--- config.mk ---
export PLATFORM = sky130hd
export DESIGN_NAME = sensor_hub_report_parser_unit_flat
export DESIGN_NICKNAME = d
export VERILOG_FILES = /design/src/rtl/shrp_pkg.sv /design/src/rtl/shrp_if.sv /design/src/rtl/sensor_hub_report_parser_unit.sv /design/src/flat_wrapper.sv
export SDC_FILE = /design/constraint.sdc
export NUM_CORES = 1
export LEC_CHECK = 0
export ABC_CLOCK_PERIOD_IN_PS = 9250
export BUFFER_PORTS_ARGS = -buffer_cell sky130_fd_sc_hd__buf_2
export CAP_MARGIN = 20
export CORE_AREA = 2 2 150 152
export DETAILED_ROUTE_END_ITERATION = 7
export DIE_AREA = 0 0 152 154
export GPL_ROUTABILITY_DRIVEN = 0
export PLACE_DENSITY = 0.72
export REMOVE_ABC_BUFFERS = 1
export SYNTH_ARGS = -nofsm -noshare
export SYNTH_HDL_FRONTEND = slang
export SYNTH_SLANG_ARGS = --single-unit
--- constraint.sdc ---
create_clock -name i_clk -period 9.25 [get_ports i_clk]
set_clock_uncertainty 0.2 [all_clocks]
set_input_delay 2.775 -clock i_clk [delete_from_list [all_inputs] [get_ports i_clk]]
set_output_delay 2.775 -clock i_clk [all_outputs]
set_load 0.005 [all_outputs]
--- src/rtl/shrp_pkg.sv ---
// ============================================================================
// Sensor hub report parser package
// Shared types, codes and constants of the sensor hub packet parser.
// ============================================================================
package shrp_pkg;

    // Number of data bytes that are parsed; later bytes only count toward the end.
    localparam logic [14:0] MAX_DATA_BYTES = 15'd128;

    // Header and record constants.
    localparam logic [14:0] HEADER_BYTES   = 15'd4;
    localparam int          FIELD_DEPTH    = 12;
    localparam logic [2:0]  TS_SKIP_BYTES  = 3'd4;

    // Channel numbers.
    localparam logic [7:0] CH_EXEC    = 8'h01;
    localparam logic [7:0] CH_CONTROL = 8'h02;
    localparam logic [7:0] CH_REPORT  = 8'h03;

    // Report and response identifiers.
    localparam logic [7:0] ID_TIMESTAMP    = 8'hFB;
    localparam logic [7:0] ID_GAME_ROT     = 8'h08;
    localparam logic [7:0] ID_LIN_ACCEL    = 8'h04;
    localparam logic [7:0] ID_GYRO         = 8'h02;
    localparam logic [7:0] ID_CMD_RESP     = 8'hF1;
    localparam logic [7:0] ID_FEAT_RESP    = 8'hFC;
    localparam logic [7:0] EXEC_RESET_DONE = 8'h01;

    // Report kinds as given on the result channel.
    typedef enum logic [1:0] {
        KIND_NONE     = 2'd0,
        KIND_GAME_ROT = 2'd1,
        KIND_LIN_ACC  = 2'd2,
        KIND_GYRO     = 2'd3
    } t_kind;

    // Packet status codes.
    typedef enum logic [1:0] {
        ST_OK      = 2'd0,
        ST_EMPTY   = 2'd1,
        ST_LEN_ERR = 2'd2
    } t_status;

    // Packet phase, one-hot.
    typedef enum logic [4:0] {
        S_IDLE   = 5'b00001,
        S_LEN_HI = 5'b00010,
        S_CHAN   = 5'b00100,
        S_SEQ    = 5'b01000,
        S_DATA   = 5'b10000
    } t_phase;

    // One result beat.
    typedef struct packed {
        t_kind              report_kind;
        logic [1:0]         accuracy;
        logic signed [15:0] value_i;
        logic signed [15:0] value_j;
        logic signed [15:0] value_k;
        logic signed [15:0] value_real;
        logic               packet_end;
        t_status            packet_status;
        logic [7:0]         last_report_id;
        logic               reset_seen;
    } t_result;

    // Total length of a report of the given kind, id byte included.
    function automatic logic [3:0] kind_size(input t_kind kind);
        kind_size = (kind == KIND_GAME_ROT) ? 4'd12 : 4'd10;
    endfunction

endpackage

--- src/rtl/shrp_if.sv ---
// ============================================================================
// Sensor hub report parser channels
// Valid/ready channels for received bytes and for parse results.
// ============================================================================
interface shrp_in_if;
    logic       valid;
    logic       ready;
    logic [7:0] rx_byte;
    logic       packet_start;

    modport source (output valid, output rx_byte, output packet_start, input ready);
    modport sink   (input valid, input rx_byte, input packet_start, output ready);
endinterface

interface shrp_out_if;
    logic               valid;
    logic               ready;
    logic [1:0]         report_kind;
    logic [1:0]         accuracy;
    logic signed [15:0] value_i;
    logic signed [15:0] value_j;
    logic signed [15:0] value_k;
    logic signed [15:0] value_real;
    logic               packet_end;
    logic [1:0]         packet_status;
    logic [7:0]         last_report_id;
    logic               reset_seen;

    modport source (
        output valid, output report_kind, output accuracy, output value_i,
        output value_j, output value_k, output value_real, output packet_end,
        output packet_status, output last_report_id, output reset_seen,
        input ready
    );
    modport sink (
        input valid, input report_kind, input accuracy, input value_i,
        input value_j, input value_k, input value_real, input packet_end,
        input packet_status, input last_report_id, input reset_seen,
        output ready
    );
endinterface

--- src/rtl/sensor_hub_report_parser_unit.sv ---
// A result beat is valid in the cycle after the byte that causes it is accepted.
// Throughput: one byte per cycle; the single result register is refilled in the cycle
// it is drained, so input stalls only while a result waits and the sink holds off.
// Reset (synchronous, active low) returns the parser to idle and empties the result
// register; the report field bytes are not cleared and need no clearing.
// ============================================================================
// Sensor hub report parser unit
// Parses packet headers and sensor reports from a received byte stream, one byte
// per beat, and returns decoded reports and packet-end status.
// ============================================================================
module sensor_hub_report_parser_unit (
    input logic        i_clk,
    input logic        i_rst_n,
    shrp_in_if.sink    i_in,
    shrp_out_if.source o_out
);
    import shrp_pkg::*;

    // Parser state.
    t_phase      r_phase,     n_phase;
    logic [14:0] r_length,    n_length;
    logic [7:0]  r_channel,   n_channel;
    logic [14:0] r_cursor,    n_cursor;
    logic [3:0]  r_offset,    n_offset;
    t_kind       r_kind,      n_kind;
    logic [2:0]  r_skip,      n_skip;
    logic        r_stopped,   n_stopped;
    logic [7:0]  r_last_id,   n_last_id;
    logic [7:0]  r_field [FIELD_DEPTH];

    // Result register.
    logic        r_out_valid;
    t_result     r_res;
    t_result     n_res;
    logic        n_emit;

    // Field byte write port and merged view with the current byte.
    logic        field_we;
    logic [3:0]  field_idx;
    logic [7:0]  field_now [FIELD_DEPTH];

    logic        accept;
    logic [7:0]  b;
    logic [14:0] dlen;
    logic [14:0] eff;
    logic [15:0] pos_next;
    logic        parse_en;
    t_kind       new_kind;

    assign accept     = i_in.valid && i_in.ready;
    assign i_in.ready = !r_out_valid || o_out.ready;
    assign b          = i_in.rx_byte;

    // Data area bounds; only meaningful in the data phase where length exceeds four.
    assign dlen     = r_length - HEADER_BYTES;
    assign eff      = (dlen < MAX_DATA_BYTES) ? dlen : MAX_DATA_BYTES;
    assign pos_next = {1'b0, r_cursor} + 16'd1;
    assign parse_en = (r_cursor < eff) && !r_stopped;

    // Report id lookup for a byte that may start a report.
    always_comb begin
        unique case (b)
            ID_GAME_ROT:  new_kind = KIND_GAME_ROT;
            ID_LIN_ACCEL: new_kind = KIND_LIN_ACC;
            ID_GYRO:      new_kind = KIND_GYRO;
            default:      new_kind = KIND_NONE;
        endcase
    end

    // Stored field bytes with the byte being written this cycle folded in.
    always_comb begin
        for (int i = 0; i < FIELD_DEPTH; i++) begin
            field_now[i] = (field_we && field_idx == 4'(i)) ? b : r_field[i];
        end
    end

    // Next-state and result logic for one accepted byte.
    always_comb begin
        n_phase   = r_phase;
        n_length  = r_length;
        n_channel = r_channel;
        n_cursor  = r_cursor;
        n_offset  = r_offset;
        n_kind    = r_kind;
        n_skip    = r_skip;
        n_stopped = r_stopped;
        n_last_id = r_last_id;
        field_we  = 1'b0;
        field_idx = r_offset;
        n_emit    = 1'b0;
        n_res     = '0;

        if (i_in.packet_start) begin
            // A start byte abandons any packet and carries the low length byte.
            n_phase   = S_LEN_HI;
            n_length  = {7'd0, b};
            n_channel = '0;
            n_cursor  = '0;
            n_offset  = '0;
            n_kind    = KIND_NONE;
            n_skip    = '0;
            n_stopped = 1'b0;
            n_last_id = '0;
        end else begin
            unique case (r_phase)
                S_IDLE: begin
                end
                S_LEN_HI: begin
                    n_length = {b[6:0], r_length[7:0]};
                    n_phase  = S_CHAN;
                end
                S_CHAN: begin
                    n_channel = b;
                    n_phase   = S_SEQ;
                end
                S_SEQ: begin
                    // The packet ends here unless it carries data bytes.
                    if (r_length > HEADER_BYTES) begin
                        n_phase = S_DATA;
                    end else begin
                        n_phase          = S_IDLE;
                        n_emit           = 1'b1;
                        n_res.packet_end = 1'b1;
                        if (r_length == '0) begin
                            n_res.packet_status = ST_EMPTY;
                        end else if (r_length < HEADER_BYTES) begin
                            n_res.packet_status = ST_LEN_ERR;
                        end else begin
                            n_res.packet_status = ST_OK;
                        end
                    end
                end
                S_DATA: begin
                    if (parse_en) begin
                        if (r_channel == CH_REPORT) begin
                            if (r_skip != '0) begin
                                n_skip = r_skip - 3'd1;
                            end else if (r_kind != KIND_NONE) begin
                                // Collect report bytes; emit when the last one lands.
                                field_we  = 1'b1;
                                field_idx = r_offset;
                                n_offset  = r_offset + 4'd1;
                                if (n_offset >= kind_size(r_kind)) begin
                                    n_emit            = 1'b1;
                                    n_res.report_kind = r_kind;
                                    n_res.accuracy    = field_now[2][1:0];
                                    n_res.value_i     = {field_now[5], field_now[4]};
                                    n_res.value_j     = {field_now[7], field_now[6]};
                                    n_res.value_k     = {field_now[9], field_now[8]};
                                    if (r_kind == KIND_GAME_ROT) begin
                                        n_res.value_real = {field_now[11], field_now[10]};
                                    end
                                    n_last_id = field_now[0];
                                    n_kind    = KIND_NONE;
                                    n_offset  = '0;
                                end
                            end else if (r_cursor == '0 && b == ID_TIMESTAMP) begin
                                n_skip = TS_SKIP_BYTES;
                            end else if (new_kind != KIND_NONE) begin
                                // A report that would overrun the parsed area stops parsing.
                                if ({1'b0, r_cursor} + 16'(kind_size(new_kind))
                                        <= {1'b0, eff}) begin
                                    n_kind    = new_kind;
                                    field_we  = 1'b1;
                                    field_idx = '0;
                                    n_offset  = 4'd1;
                                end else begin
                                    n_stopped = 1'b1;
                                end
                            end
                        end else if (r_channel == CH_CONTROL) begin
                            if (r_cursor == '0 && (b == ID_CMD_RESP || b == ID_FEAT_RESP)) begin
                                n_last_id = b;
                            end
                        end else if (r_channel == CH_EXEC) begin
                            if (r_cursor == '0 && b == EXEC_RESET_DONE) begin
                                n_last_id = EXEC_RESET_DONE;
                            end
                        end
                    end

                    n_cursor = pos_next[14:0];

                    // Packet end, counted over all data bytes including discarded ones.
                    if (pos_next >= {1'b0, dlen}) begin
                        n_phase             = S_IDLE;
                        n_emit              = 1'b1;
                        n_res.packet_end    = 1'b1;
                        n_res.packet_status = ST_OK;
                        if (r_channel == CH_EXEC) begin
                            n_res.last_report_id = '0;
                            n_res.reset_seen     = (n_last_id == EXEC_RESET_DONE);
                        end else begin
                            n_res.last_report_id = n_last_id;
                        end
                    end
                end
                default: begin
                    n_phase = S_IDLE;
                end
            endcase
        end
    end

    // Parser state registers.
    always_ff @(posedge i_clk) begin
        if (!i_rst_n) begin
            r_phase   <= S_IDLE;
            r_length  <= '0;
            r_channel <= '0;
            r_cursor  <= '0;
            r_offset  <= '0;
            r_kind    <= KIND_NONE;
            r_skip    <= '0;
            r_stopped <= 1'b0;
            r_last_id <= '0;
        end else if (accept) begin
            r_phase   <= n_phase;
            r_length  <= n_length;
            r_channel <= n_channel;
            r_cursor  <= n_cursor;
            r_offset  <= n_offset;
            r_kind    <= n_kind;
            r_skip    <= n_skip;
            r_stopped <= n_stopped;
            r_last_id <= n_last_id;
        end
    end

    // Report field bytes, one write port.
    always_ff @(posedge i_clk) begin
        if (accept && field_we) begin
            r_field[field_idx] <= b;
        end
    end

    // Result register: refilled on accept, emptied when the sink takes the beat.
    always_ff @(posedge i_clk) begin
        if (!i_rst_n) begin
            r_out_valid <= 1'b0;
        end else if (accept) begin
            r_out_valid <= n_emit;
        end else if (o_out.ready) begin
            r_out_valid <= 1'b0;
        end
    end

    always_ff @(posedge i_clk) begin
        if (accept && n_emit) begin
            r_res <= n_res;
        end
    end

    // Result channel.
    assign o_out.valid          = r_out_valid;
    assign o_out.report_kind    = r_res.report_kind;
    assign o_out.accuracy       = r_res.accuracy;
    assign o_out.value_i        = r_res.value_i;
    assign o_out.value_j        = r_res.value_j;
    assign o_out.value_k        = r_res.value_k;
    assign o_out.value_real     = r_res.value_real;
    assign o_out.packet_end     = r_res.packet_end;
    assign o_out.packet_status  = r_res.packet_status;
    assign o_out.last_report_id = r_res.last_report_id;
    assign o_out.reset_seen     = r_res.reset_seen;

endmodule

--- src/flat_wrapper.sv ---
// flat-port wrapper written by rule: the top's interface ports become plain ports
module sensor_hub_report_parser_unit_flat import shrp_pkg::*;
  (i_clk, i_rst_n, i_in_valid, i_in_rx_byte, i_in_packet_start, i_in_ready, o_out_valid, o_out_report_kind, o_out_accuracy, o_out_value_i, o_out_value_j, o_out_value_k, o_out_value_real, o_out_packet_end, o_out_packet_status, o_out_last_report_id, o_out_reset_seen, o_out_ready);
  shrp_in_if i_in_i ();
  shrp_out_if o_out_i ();
  input logic i_clk;
  input logic i_rst_n;
  input wire logic [$bits(i_in_i.valid)-1:0] i_in_valid;
  input wire logic [$bits(i_in_i.rx_byte)-1:0] i_in_rx_byte;
  input wire logic [$bits(i_in_i.packet_start)-1:0] i_in_packet_start;
  output wire logic [$bits(i_in_i.ready)-1:0] i_in_ready;
  output wire logic [$bits(o_out_i.valid)-1:0] o_out_valid;
  output wire logic [$bits(o_out_i.report_kind)-1:0] o_out_report_kind;
  output wire logic [$bits(o_out_i.accuracy)-1:0] o_out_accuracy;
  output wire logic [$bits(o_out_i.value_i)-1:0] o_out_value_i;
  output wire logic [$bits(o_out_i.value_j)-1:0] o_out_value_j;
  output wire logic [$bits(o_out_i.value_k)-1:0] o_out_value_k;
  output wire logic [$bits(o_out_i.value_real)-1:0] o_out_value_real;
  output wire logic [$bits(o_out_i.packet_end)-1:0] o_out_packet_end;
  output wire logic [$bits(o_out_i.packet_status)-1:0] o_out_packet_status;
  output wire logic [$bits(o_out_i.last_report_id)-1:0] o_out_last_report_id;
  output wire logic [$bits(o_out_i.reset_seen)-1:0] o_out_reset_seen;
  input wire logic [$bits(o_out_i.ready)-1:0] o_out_ready;
  assign i_in_i.valid = i_in_valid;
  assign i_in_i.rx_byte = i_in_rx_byte;
  assign i_in_i.packet_start = i_in_packet_start;
  assign i_in_ready = i_in_i.ready;
  assign o_out_valid = o_out_i.valid;
  assign o_out_report_kind = o_out_i.report_kind;
  assign o_out_accuracy = o_out_i.accuracy;
  assign o_out_value_i = o_out_i.value_i;
  assign o_out_value_j = o_out_i.value_j;
  assign o_out_value_k = o_out_i.value_k;
  assign o_out_value_real = o_out_i.value_real;
  assign o_out_packet_end = o_out_i.packet_end;
  assign o_out_packet_status = o_out_i.packet_status;
  assign o_out_last_report_id = o_out_i.last_report_id;
  assign o_out_reset_seen = o_out_i.reset_seen;
  assign o_out_i.ready = o_out_ready;
  sensor_hub_report_parser_unit u_core (.i_clk(i_clk), .i_rst_n(i_rst_n), .i_in(i_in_i), .o_out(o_out_i));
endmodule
==> out/metrics.cfg <==
[status]
outcome=finished clean

[timing]
worst_pin_slew_ns=1.024
period_share_pct=81.84
slew_violations=0
fin_crit_ns=7.570
finalSetupViolations=0
setup_ws_ns=1.680
relSlewSlack_pct=31.19
hold_viol=0
max_freq_ghz=0.1321
rsz0062_at_grt=no

[finish]
final_cells=1397
layout_commonest_cell=edfxtp_1
layout-area-overhead-vs-synth_pct=13.29
fillCellCount=1801
insertedDiodeCount=0
final_cell_mix=edfxtp_1 (154), nor2_1 (140), buf_2 (94)
layout-drive-gt1-share_pct=15.04
nNetsFinal=1169

[floorplanning]
die_h_um=154
die_w_um=152
start_util_pct=50.36
rows=54
ios=95
core_area_sq_um=21690
die-area_sq_um=23410

[placed_design]
io_buffer_count=94
dp_hpwl_mm=16.73
dp.cells=1356
place_ws_ns=1.197

[global_routing]
grt_pass1_wl_mm=40.50
grt_overflow=0
grt_use_total_pct=21.08
antenna_found_initial=0
grt_max_degree=75
grt_pass1_vias=7666

[logic_synthesis]
ys.flop_type=edfxtp_1
synth_cells=1019
synth-seq-cells=216
synth-async-reset-ratio_pct=0
seq_area_frac_synth_pct=53.70
synth_edf_count=154
ys_warn_count=0
synth.cell_area_sq_um=10920
yosysUniqueCellTypes=71
avgSynthCellArea_sq_um=10.72

[detailed_routing]
postRouteAntennaNets=0
drt_pre_antenna_iters=6
routedWlPerCell_um=17.69
drt_iter0_markers=574
wirelength_mm=24.71
vias_per_cell=5.633
vias=7869
drc=0

[job]
maxCapViolCount=0

[min_path]
hp-start=u_core.r_skip[2]
hp-class=reg2reg

[worst_setup_path]
end_kind=flip-flop
cp.required_ns=9.17
worstPathMaxFanout=19
cp-startpoint=i_in_rx_byte[4]
start_kind=input port
path_class=in2reg
r2r-start=u_core.r_length[4]
arrival_ns=7.49

[power_and_ir_drop]
irDropWorstVdd_v=0.0001160
leakage_nw=4.693
p_per_area_nw_per_um2=166.5

[clocking]
clkSlewWorstSetupHoldPaths_ns=0.06
htree_levels=1
cts-root-buf=clkbuf_16
cts_max_path_buffers=3
holdBufCountCts=0
cts_made_buffers=23
cts_setup_buffers=0
cts_tree=done
insertion_delay_ns=0.50
cts_resized=0
numClockSinks=216

metal layers:
layer	vias up	GRT usage [%]	wire, um
met5	-	0	0
met3	45	3.241	1378
met4	0	6.676	703
met2	255	36.23	12010
li1	3830	-	-
met1	3739	27.58	10620
power breakdown:
group	total (mW)	internal, mW	leakage [nW]	switching [mW]
Sequential	1.04	1.03	1.89	0.00452
Clock	0.938	0.560	0.372	0.378
Combinational	0.0862	0.0276	2.44	0.0586
Total	2.06	1.62	4.69	0.441
through the flow:
step / total power, mW / area (sq um) / utilization (%) / hold slack (ns) / TNS [ns]
2_1_floorplan: 1.104 / 10700 / - / 0.2451 / -54.43
3_3_place_gp: 1.138 / 11580 / 53.37 / 0.2556 / 0
4_1_cts: 2.071 / 12370 / 57.06 / 0.2699 / 0
5_1_grt: 2.123 / 12370 / 57.06 / 0.3117 / 0
6_report: 2.060 / 12370 / 57.06 / 0.2687 / 0
3_5_place_dp: 1.141 / 11600 / 53.50 / 0.2615 / 0
cells in the mapped netlist, drive strengths merged (3+ instances only):
library cell	count	share of area (%)
a211oi	6	0.50
a21boi	12	0.82
a21o	11	0.78
a21oi	60	2.7
a22oi	25	1.7
a31oi	3	0.17
and2	11	0.63
and3	11	0.68
and3b	5	0.40
buf	11	0.50
clkbuf	46	2.0
dfxtp	62	11
edfxtp	154	42
ha	54	6.2
inv	23	0.79
mux2i	27	2.5
nand2	84	2.9
nand2b	15	0.93
nand3	33	1.6
nand3b	5	0.34
nand4	16	1.1
nand4b	3	0.24
nor2	147	5.4
nor2b	24	1.4
nor3	30	1.4
nor4	15	1.6
o211ai	6	0.41
o21a	13	0.89
o21ai	26	1.3
o22a	3	0.24
o22ai	3	0.17
or3	11	0.63
xnor2	20	1.6
xor2	20	1.6
final timing paths:
kind	slack, ns	cells after the start	to
worst min-delay path	0.27	2	u_core.r_skip[2]
worst max register to register	2.99	16	u_core.o_out.reset_seen
worst min register to register	0.27	2	u_core.r_skip[2]
worst max-delay path	1.68	19	u_core.r_field[10][7]
layout make-up:
class | count | area [sq um] | share of cell area, %
Clock buffer | 28 | 614.3 | 4.965
Clock inverter | 13 | 156.4 | 1.264
Inverter | 23 | 86.33 | 0.6977
Multi-Input combinational cell | 736 | 4758 | 38.45
Sequential cell | 216 | 5866 | 47.40
Tap cell | 280 | 350.3 | 2.831
Timing Repair Buffer | 101 | 543.0 | 4.388
sequential cells by signal, summed over array words and instances, names as in the netlist, 2 cells and up:
name	count
u_core.o_out.packet_status	2
u_core.r_offset	4
u_core.o_out.last_report_id	8
u_core.r_phase	5
o_out_value_k	16
o_out_value_j	16
u_core.r_kind	2
o_out_value_i	16
u_core.r_cursor	15
u_core.r_channel	8
o_out_accuracy	2
u_core.r_length	15
o_out_value_real	16
u_core.r_last_id	8
u_core.o_out.report_kind	2
u_core.r_skip	3
u_core.r_field	74
cell families (layout without fill, tap and decap cells):
logic type,after synthesis,count (layout),synth area share (%)
AND/OR/NAND/NOR,419,419,19.94
flip-flops,216,216,53.70
AO/OA/AOI/OAI,181,181,10.99
buffers and inverters,80,165,3.287
adder cells (fa/ha/maj),55,55,6.369
XOR/XNOR,40,40,3.207
multiplexers,27,27,2.474
other,1,14,0.03433
worst max-delay path, cell delays in order:
cell and delay, ns:
buf_2 0.25, nor4_2 0.43, nand2b_1 0.09, or3_1 0.43, inv_1 0.09, ha_1 0.22, a211oi_1 0.37, nor2_1 0.12
nand3_1 0.16, nor2_1 0.09, nand3_1 0.10, xnor2_1 0.09, ha_1 0.32, nand3_1 0.08, nor3_1 0.24, o21ai_0 0.12
a32oi_1 0.52, nor4b_4 0.17, nor3_1 0.81
No activity file was read; power rests on OpenSTA's default activity.
